File: config.mk
export PLATFORM = sky130hd
export DESIGN_NAME = dns_label_encoder
export DESIGN_NICKNAME = d
export VERILOG_FILES = /design/src/design/dle_pkg.sv /design/src/design/dns_label_encoder.sv /design/src/design/dle_front.sv /design/src/design/dle_cmd_fifo.sv /design/src/design/dle_emit.sv
export SDC_FILE = /design/constraint.sdc
export NUM_CORES = 1
export LEC_CHECK = 0
export BUFFER_PORTS_ARGS = -buffer_cell sky130_fd_sc_hd__buf_2
export CAP_MARGIN = 30
export CORE_MARGIN = 5
export CORE_UTILIZATION = 57
export DETAILED_ROUTE_END_ITERATION = 16
export MAX_ROUTING_LAYER = met4
export PLACE_DENSITY = 0.81
export SYNTH_ARGS = -nofsm -noshare
export SYNTH_HDL_FRONTEND = slang
export SYNTH_SLANG_ARGS = --single-unit
File: constraint.sdc
create_clock -name clk -period 2.6 [get_ports clk]
set_input_delay 0.13 -clock clk [delete_from_list [all_inputs] [get_ports clk]]
set_output_delay 0.13 -clock clk [all_outputs]
set_load 0.01 [all_outputs]
File: src/design/dle_pkg.sv
// ----------------------------------------------------------------------------
// DNS label encoder package
// Shared constants, state codes and the structs that pass between the front
// end, the label queue and the emitter.
// ----------------------------------------------------------------------------
package dle_pkg;

	localparam int CHAR_W = 8;
	// A label count is a six-bit quantity, so the label storage never needs
	// more than seven address bits for its two banks.
	localparam int LEN_W  = 6;
	localparam int ADDR_W = LEN_W + 1;

	localparam logic [CHAR_W-1:0] DOT_CHAR = 8'd46;
	localparam logic [CHAR_W-1:0] END_CHAR = 8'd0;

	typedef logic [CHAR_W-1:0] char_t;

	// One finished label waiting to be emitted.
	typedef struct packed {
		logic             bank;
		logic [LEN_W-1:0] cnt;
		logic             is_end;
	} cmd_t;

	// Write port into the label storage.
	typedef struct packed {
		logic              en;
		logic [ADDR_W-1:0] addr;
		char_t             data;
	} wr_t;

	typedef enum logic [2:0] {
		BK_IDLE,
		BK_LEN,
		BK_RD,
		BK_CHR,
		BK_ZERO
	} bk_state_t;

endpackage

File: src/design/dns_label_encoder.sv
// ----------------------------------------------------------------------------
// DNS label encoder
// Turns a dotted domain name into the length-prefixed label form of DNS.
// ----------------------------------------------------------------------------
// The slave channel takes one name character per item; a dot closes a label
// and a zero byte closes the name. The master channel gives the encoded bytes:
// for every label a length byte followed by its characters, and after the
// last label of a name a single zero byte. tlast marks the final byte of the
// run that one dot or one zero byte releases.
// Plain characters are taken in one cycle each and give no output. Characters
// past MAX_LABEL in one label are discarded, so the label is sent truncated.
// A closed label is queued; for the length byte the emitter takes up the
// queued label in BK_IDLE, then loads the output register in BK_LEN; for
// each character it reads the storage in BK_RD, then loads the output
// register in BK_CHR; the closing zero is loaded in BK_ZERO. The label
// storage has two banks and the queue two entries, so the next label is
// collected while the previous one drains; input stalls only while two
// closed labels are queued, the one being sent included.
// Reset clears the queue, the emitter and the character count; the label
// storage itself is not cleared. A stall on the master side holds the output
// register, and the input side keeps running until both banks are taken.
// ----------------------------------------------------------------------------
module dns_label_encoder #(
	parameter int MAX_LABEL = 32
) (
	input  logic       clk,
	input  logic       arst_n,
	// Input items.
	input  logic       s_axis_tvalid,
	output logic       s_axis_tready,
	input  logic [7:0] s_axis_tdata,  // [7:0] in_char
	// Encoded output items.
	output logic       m_axis_tvalid,
	input  logic       m_axis_tready,
	output logic [7:0] m_axis_tdata,  // [7:0] out_byte
	output logic       m_axis_tlast
);

	// Handshake between the front end and the label queue.
	logic          q_push;
	logic          q_pop;
	logic          q_full;
	logic          q_nonempty;
	dle_pkg::cmd_t q_cmd;
	dle_pkg::cmd_t q_head;
	dle_pkg::wr_t  wr;

	dle_front #(
		.MAX_LABEL(MAX_LABEL)
	) u_front (
		.clk          (clk),
		.arst_n       (arst_n),
		.s_axis_tvalid(s_axis_tvalid),
		.s_axis_tready(s_axis_tready),
		.s_axis_tdata (s_axis_tdata),
		.q_full       (q_full),
		.q_push       (q_push),
		.q_cmd        (q_cmd),
		.wr           (wr)
	);

	dle_cmd_fifo u_fifo (
		.clk     (clk),
		.arst_n  (arst_n),
		.push    (q_push),
		.push_cmd(q_cmd),
		.pop     (q_pop),
		.head    (q_head),
		.nonempty(q_nonempty),
		.full    (q_full)
	);

	// The emitter owns the label storage; the front end writes it through wr.
	dle_emit #(
		.MAX_LABEL(MAX_LABEL)
	) u_emit (
		.clk          (clk),
		.arst_n       (arst_n),
		.wr           (wr),
		.cmd          (q_head),
		.cmd_valid    (q_nonempty),
		.cmd_pop      (q_pop),
		.m_axis_tvalid(m_axis_tvalid),
		.m_axis_tready(m_axis_tready),
		.m_axis_tdata (m_axis_tdata),
		.m_axis_tlast (m_axis_tlast)
	);

endmodule

File: src/design/dle_front.sv
// ----------------------------------------------------------------------------
// DNS label encoder front end
// Accepts name characters, writes label characters into the current bank and
// queues a finished label whenever a dot or the end of the name arrives.
// ----------------------------------------------------------------------------
module dle_front #(
	parameter int MAX_LABEL = 32
) (
	input  logic          clk,
	input  logic          arst_n,
	input  logic          s_axis_tvalid,
	output logic          s_axis_tready,
	input  dle_pkg::char_t s_axis_tdata,
	input  logic          q_full,
	output logic          q_push,
	output dle_pkg::cmd_t q_cmd,
	output dle_pkg::wr_t  wr
);

	logic [dle_pkg::LEN_W-1:0] count_q;
	logic                      bank_q;
	logic                      accept;
	logic                      delim;
	logic                      room;

	// Ready only while the bank being filled is not owned by a queued label.
	assign s_axis_tready = !q_full;
	assign accept = s_axis_tvalid && s_axis_tready;
	assign delim  = (s_axis_tdata == dle_pkg::DOT_CHAR) || (s_axis_tdata == dle_pkg::END_CHAR);
	assign room   = count_q < dle_pkg::LEN_W'(MAX_LABEL);

	assign q_push       = accept && delim;
	assign q_cmd.bank   = bank_q;
	assign q_cmd.cnt    = count_q;
	assign q_cmd.is_end = (s_axis_tdata == dle_pkg::END_CHAR);

	assign wr.en   = accept && !delim && room;
	assign wr.addr = {1'b0, count_q} + (bank_q ? dle_pkg::ADDR_W'(MAX_LABEL) : '0);
	assign wr.data = s_axis_tdata;

	always_ff @(posedge clk or negedge arst_n) begin
		if (!arst_n) begin
			count_q <= '0;
			bank_q  <= 1'b0;
		end else if (q_push) begin
			count_q <= '0;
			bank_q  <= !bank_q;
		end else if (wr.en) begin
			count_q <= count_q + 1'b1;
		end
	end

endmodule

File: src/design/dle_cmd_fifo.sv
// ----------------------------------------------------------------------------
// DNS label encoder label queue
// Two-entry queue of finished labels. An entry stays until its last byte
// is loaded for output, so it also marks its storage bank as busy.
// ----------------------------------------------------------------------------
module dle_cmd_fifo (
	input  logic          clk,
	input  logic          arst_n,
	input  logic          push,
	input  dle_pkg::cmd_t push_cmd,
	input  logic          pop,
	output dle_pkg::cmd_t head,
	output logic          nonempty,
	output logic          full
);

	dle_pkg::cmd_t entry_q [2];
	logic          wr_ptr_q;
	logic          rd_ptr_q;
	logic [1:0]    fill_q;

	assign head     = entry_q[rd_ptr_q];
	assign nonempty = (fill_q != 2'd0);
	assign full     = (fill_q == 2'd2);

	always_ff @(posedge clk) begin
		if (push) begin
			entry_q[wr_ptr_q] <= push_cmd;
		end
	end

	always_ff @(posedge clk or negedge arst_n) begin
		if (!arst_n) begin
			wr_ptr_q <= 1'b0;
			rd_ptr_q <= 1'b0;
			fill_q   <= 2'd0;
		end else begin
			if (push) begin
				wr_ptr_q <= !wr_ptr_q;
			end
			if (pop) begin
				rd_ptr_q <= !rd_ptr_q;
			end
			case ({push, pop})
				2'b10:   fill_q <= fill_q + 2'd1;
				2'b01:   fill_q <= fill_q - 2'd1;
				default: fill_q <= fill_q;
			endcase
		end
	end

endmodule

File: src/design/dle_emit.sv
// ----------------------------------------------------------------------------
// DNS label encoder emitter
// Holds the two-bank label storage and sends each queued label as a length
// byte, its characters and, at the end of a name, a closing zero byte.
// ----------------------------------------------------------------------------
module dle_emit #(
	parameter int MAX_LABEL = 32
) (
	input  logic           clk,
	input  logic           arst_n,
	input  dle_pkg::wr_t   wr,
	input  dle_pkg::cmd_t  cmd,
	input  logic           cmd_valid,
	output logic           cmd_pop,
	output logic           m_axis_tvalid,
	input  logic           m_axis_tready,
	output dle_pkg::char_t m_axis_tdata,
	output logic           m_axis_tlast
);

	localparam int DEPTH = 2 * MAX_LABEL;
	localparam int AW    = $clog2(DEPTH);

	dle_pkg::char_t mem [DEPTH];
	dle_pkg::char_t rd_data_q;

	dle_pkg::bk_state_t state_q, state_nx;

	logic [dle_pkg::LEN_W-1:0]  idx_q;
	logic [dle_pkg::ADDR_W-1:0] rd_addr;
	logic                       slot_free;
	logic                       last_chr;
	logic                       rd_en;
	logic                       load_out;
	logic                       idx_clr;
	logic                       idx_inc;
	dle_pkg::char_t             out_data_nx;
	logic                       out_last_nx;

	logic           out_valid_q;
	dle_pkg::char_t out_data_q;
	logic           out_last_q;

	assign slot_free = !out_valid_q || m_axis_tready;
	assign last_chr  = (idx_q == cmd.cnt - 1'b1);
	assign rd_addr   = {1'b0, idx_q} + (cmd.bank ? dle_pkg::ADDR_W'(MAX_LABEL) : '0);

	always_ff @(posedge clk) begin
		if (wr.en) begin
			mem[wr.addr[AW-1:0]] <= wr.data;
		end
		if (rd_en) begin
			rd_data_q <= mem[rd_addr[AW-1:0]];
		end
	end

	always_comb begin
		state_nx = state_q;
		case (state_q)
			dle_pkg::BK_IDLE: begin
				if (cmd_valid) state_nx = dle_pkg::BK_LEN;
			end
			dle_pkg::BK_LEN: begin
				if (slot_free) begin
					if (cmd.cnt != '0)   state_nx = dle_pkg::BK_RD;
					else if (cmd.is_end) state_nx = dle_pkg::BK_ZERO;
					else                 state_nx = dle_pkg::BK_IDLE;
				end
			end
			dle_pkg::BK_RD: begin
				state_nx = dle_pkg::BK_CHR;
			end
			dle_pkg::BK_CHR: begin
				if (slot_free) begin
					if (!last_chr)       state_nx = dle_pkg::BK_RD;
					else if (cmd.is_end) state_nx = dle_pkg::BK_ZERO;
					else                 state_nx = dle_pkg::BK_IDLE;
				end
			end
			dle_pkg::BK_ZERO: begin
				if (slot_free) state_nx = dle_pkg::BK_IDLE;
			end
			default: state_nx = dle_pkg::BK_IDLE;
		endcase
	end

	always_comb begin
		rd_en       = 1'b0;
		load_out    = 1'b0;
		idx_clr     = 1'b0;
		idx_inc     = 1'b0;
		cmd_pop     = 1'b0;
		out_data_nx = dle_pkg::END_CHAR;
		out_last_nx = 1'b0;
		case (state_q)
			dle_pkg::BK_IDLE: begin
				idx_clr = 1'b1;
			end
			dle_pkg::BK_LEN: begin
				load_out    = slot_free;
				out_data_nx = dle_pkg::char_t'(cmd.cnt);
				out_last_nx = (cmd.cnt == '0) && !cmd.is_end;
				cmd_pop     = slot_free && out_last_nx;
			end
			dle_pkg::BK_RD: begin
				rd_en = 1'b1;
			end
			dle_pkg::BK_CHR: begin
				load_out    = slot_free;
				out_data_nx = rd_data_q;
				out_last_nx = last_chr && !cmd.is_end;
				idx_inc     = slot_free;
				cmd_pop     = slot_free && out_last_nx;
			end
			dle_pkg::BK_ZERO: begin
				load_out    = slot_free;
				out_data_nx = dle_pkg::END_CHAR;
				out_last_nx = 1'b1;
				cmd_pop     = slot_free;
			end
			default: begin
				idx_clr = 1'b1;
			end
		endcase
	end

	always_ff @(posedge clk or negedge arst_n) begin
		if (!arst_n) begin
			state_q     <= dle_pkg::BK_IDLE;
			idx_q       <= '0;
			out_valid_q <= 1'b0;
		end else begin
			state_q <= state_nx;
			if (idx_clr) begin
				idx_q <= '0;
			end else if (idx_inc) begin
				idx_q <= idx_q + 1'b1;
			end
			if (load_out) begin
				out_valid_q <= 1'b1;
			end else if (m_axis_tready) begin
				out_valid_q <= 1'b0;
			end
		end
	end

	always_ff @(posedge clk) begin
		if (load_out) begin
			out_data_q <= out_data_nx;
			out_last_q <= out_last_nx;
		end
	end

	assign m_axis_tvalid = out_valid_q;
	assign m_axis_tdata  = out_data_q;
	assign m_axis_tlast  = out_last_q;

endmodule

==> flow_summary.yaml <==
flow_run:
  drv_cap: 0
detailed_routing:
  drt_iter0_drc: 1594
  vias: 11400
  drtPass1Iterations: 5
  remaining_drc_errors: 0
  top_layer: "met4"
  postRouteAntennaNets: 0
  drt-met1-wl_mm: 18.7
  drt_wl_total_mm: 52.2
  dr_wl_met2_mm: 26.1
  via_per_inst: 6.47
  wl_per_cell_um: 29.8
  wl_met3_mm: 5.36
clocking:
  cts_tree: "yes"
  cts-root-buf: "clkbuf_16"
  cts.sinks: 566
  clock_latency_ns: 0.60
  numCtsBuffers: 54
  h-tree-depth: 2
  clk_pin_slew_worst_paths_ns: 0.07
  clockBufferDepth: 3
worst_setup_path:
  rrSetupSlack_ns: -0.06
  cp.required_ns: 2.82
  endpoint_kind: "flop"
  crit_top_cell: "buf_4"
  critPathTopFamily: "simple AND/OR/NAND/NOR gates"
  crit_slowest_cell: "nor2_1"
  cp-start-kind: "flop"
  arrival_ns: 2.87
  path_cells: "nand2b_1 -> nand2_1 -> buf_4 -> nor4b_2 -> buf_4 -> nand2_1 -> buf_4 -> nor2_1"
  cp_num_buf_inv: 3
  critPathKind: "flop to flop"
  slowest_delay_ns: 0.63
  worstPathMaxFanout: 8
synth:
  synthCells: 1046
  yosysUniqueCellTypes: 48
  ys.flop_type: "edfxtp_1"
  yosysWarningCount: 0
  avgSynthCellArea_sq_um: 21.3
  synth_edf_count: 545
  mappedNetlistArea_sq_um: 22300
  synthArstFlopShare: 0.0371
  synth-seq-cells: 566
  seq_area_frac_synth: 0.758
  synth_nets: 1063
timing:
  rsz0062_at_grt: "true"
  slew_headroom: 0.457
  final.setup_skew_ns: 0.0163
  slew_violations: 0
  worst_pin_slew_ns: 0.814
  fmax_ghz: 0.376
  min_period_ns: 2.66
  setup_ws_ns: -0.0579
  period_share: 1.02
  finalHoldViolCount: 0
  fin_tns_setup_ns: -0.816
  setup_violations: 17
floorplan:
  io_pins: 23
  die_h_um: 208
  die_w_um: 208
  die-area_sq_um: 43100
  placementRows: 72
  coreArea_sq_um: 38600
  initial_core_util: 0.577
finish:
  nets: 1208
  final_core_utilization: 0.673
  final.fill_count: 2243
  layout-drive-gt1-share: 0.364
  fin_area_sq_um: 26000
  area_growth_pct: 16.8
placement:
  post-place-ws_ns: -0.129
  place_area_sq_um: 23600
  post-dp-hpwl_mm: 30.2
  gp_congestion: 0.900
  io_buffers: 22
global_routing:
  antenna_found_initial: 3
  grt_pass1_vias: 11500
  globalRoute.totalOverflow: 0
  grt_use_total: 0.245
  grt_pass1_wl_mm: 75.8
  grt_max_degree: 65
power_and_ir_drop:
  power_density_nw_per_um2: 1070
  cellLeakagePower_uw: 0.00835
  total_power_uw: 27900
  peakVddDrop_mv: 0.653
min_path:
  hold_path_class: "input pin to asynchronous set/reset pin"
outcome:
  violations: "negative setup slack"
  status: "complete, but fails checks"
worst reg2reg max path: stages, from the launching register on:
cell and delay (ns):
dfrtp_1 0.38, nand2b_1 0.10, nand2_1 0.18, buf_4 0.21, nor4b_2 0.32, buf_4 0.20
nand2_1 0.07, buf_4 0.20, nor2_1 0.63
path summary, 6_finish.rpt:
path | from | cells after the start | to
setup / recovery | u_fifo.fill_q[1]$_DFFE_PN0P_ | 8 | u_emit.mem[4][5]$_DFFE_PP_
hold / removal | arst_n | 2 | u_emit.idx_q[4]$_DFFE_PN0P_
setup reg to reg | u_fifo.fill_q[1]$_DFFE_PN0P_ | 8 | u_emit.mem[4][5]$_DFFE_PP_
hold reg to reg | u_fifo.wr_ptr_q$_DFFE_PN0P_ | 1 | u_fifo.wr_ptr_q$_DFFE_PN0P_
max in group asynchronous | arst_n | 2 | u_emit.idx_q[1]$_DFFE_PN0P_
min in group clk | s_axis_tdata[2] | 2 | u_emit.mem[56][2]$_DFFE_PP_
layout by cell type, fill, tap and decap left out, drive strengths merged, types with 3 or more instances in the layout:
master and n:
mux2i 12, nor3 5, dlygate4sd3 3, buf 132, nand2b 4, xnor2 16, clkinv 16, xor2 11
edfxtp 545, nor2b 7, o21ai 3, nand3 7, dfrtp 21, nand2 26, and2 5, mux4 160
ha 5, o22ai 15, nor2 111, clkbuf 78, a21oi 10, inv 6, bufinv 5
flip-flops by register name (all words and copies together), names as in the netlist, 2 cells and up:
name and count:
u_fifo.entry_q 16, u_emit.m_axis_tdata 8, u_emit.state_q 3, u_front.count_q 6, u_fifo.fill_q 2, u_emit.mem 512
u_emit.idx_q 6, u_emit.rd_data_q 8
repair_timing:
item,in CTS,in global routing
resized for setup,49,38
gates cloned,2,4
setup buffers,3,20
hold endpoints to repair,31,0
pin swaps,0,6
hold buffers,3,0
endpoints found under the setup margin,337,226
where the power goes:
part | internal (uW) | switching [uW]
Clock | 4540 | 3270
Combinational | 4490 | 4570
Sequential | 10600 | 431
synth_stat cells (9+ instances only):
cell type    n  area [sq um]
edfxtp_1   545         16400
mux4_2     160          3600
nor2_1     111           417
nand2_1     26          97.6
dfrtp_1     21           526
clkbuf_1    16          60.1
xnor2_1     16           140
o22ai_1     15          93.8
mux2i_1     12           120
buf_1       11          41.3
xor2_1      11          96.3
a21oi_1     10          50.1
buf_4        9          67.6
per-stage QoR:
step | hold slack, ns | std cells
finish | 0.0535 | 1754
floorplan | -0.166 | 1046
CTS | 0.0240 | 1728
global route | 0.0632 | 1754
global placement | 0.125 | 1621
detailed placement | 0.127 | 1621
layout make-up:
class / count / area [sq um] / share of cell area
Tap cell: 518 / 648 / 0.0249
Antenna cell: 2 / 5.00 / 0.000192
Multi-Input combinational cell: 426 / 5350 / 0.206
Timing Repair Buffer: 139 / 1340 / 0.0516
Clock inverter: 25 / 260 / 0.0100
Inverter: 4 / 15.0 / 0.000577
Sequential cell: 566 / 16900 / 0.649
Clock buffer: 74 / 1500 / 0.0576
kinds of logic (layout without fill, tap and decap cells):
kind of cell               Yosys count  count (layout)  share of synthesized area
AOI/OAI and AO/OA                   39              39                     0.0113
xor gates and xnor gates            27              27                     0.0106
adders and majority gates            5               5                    0.00281
buffers and inverters               54             242                     0.0131
DFF                                566             566                      0.758
muxes                              174             174                      0.168
other                                0               2                          0
and+or+nand+nor                    181             181                     0.0360
routing by layer:
layer	global-route usage	up-vias
met3	0.0523	126
met5	-	-
met1	0.324	5870
li1	-	4622
met2	0.390	739
met4	0.0777	0
Power figures use the tool's default switching activity.
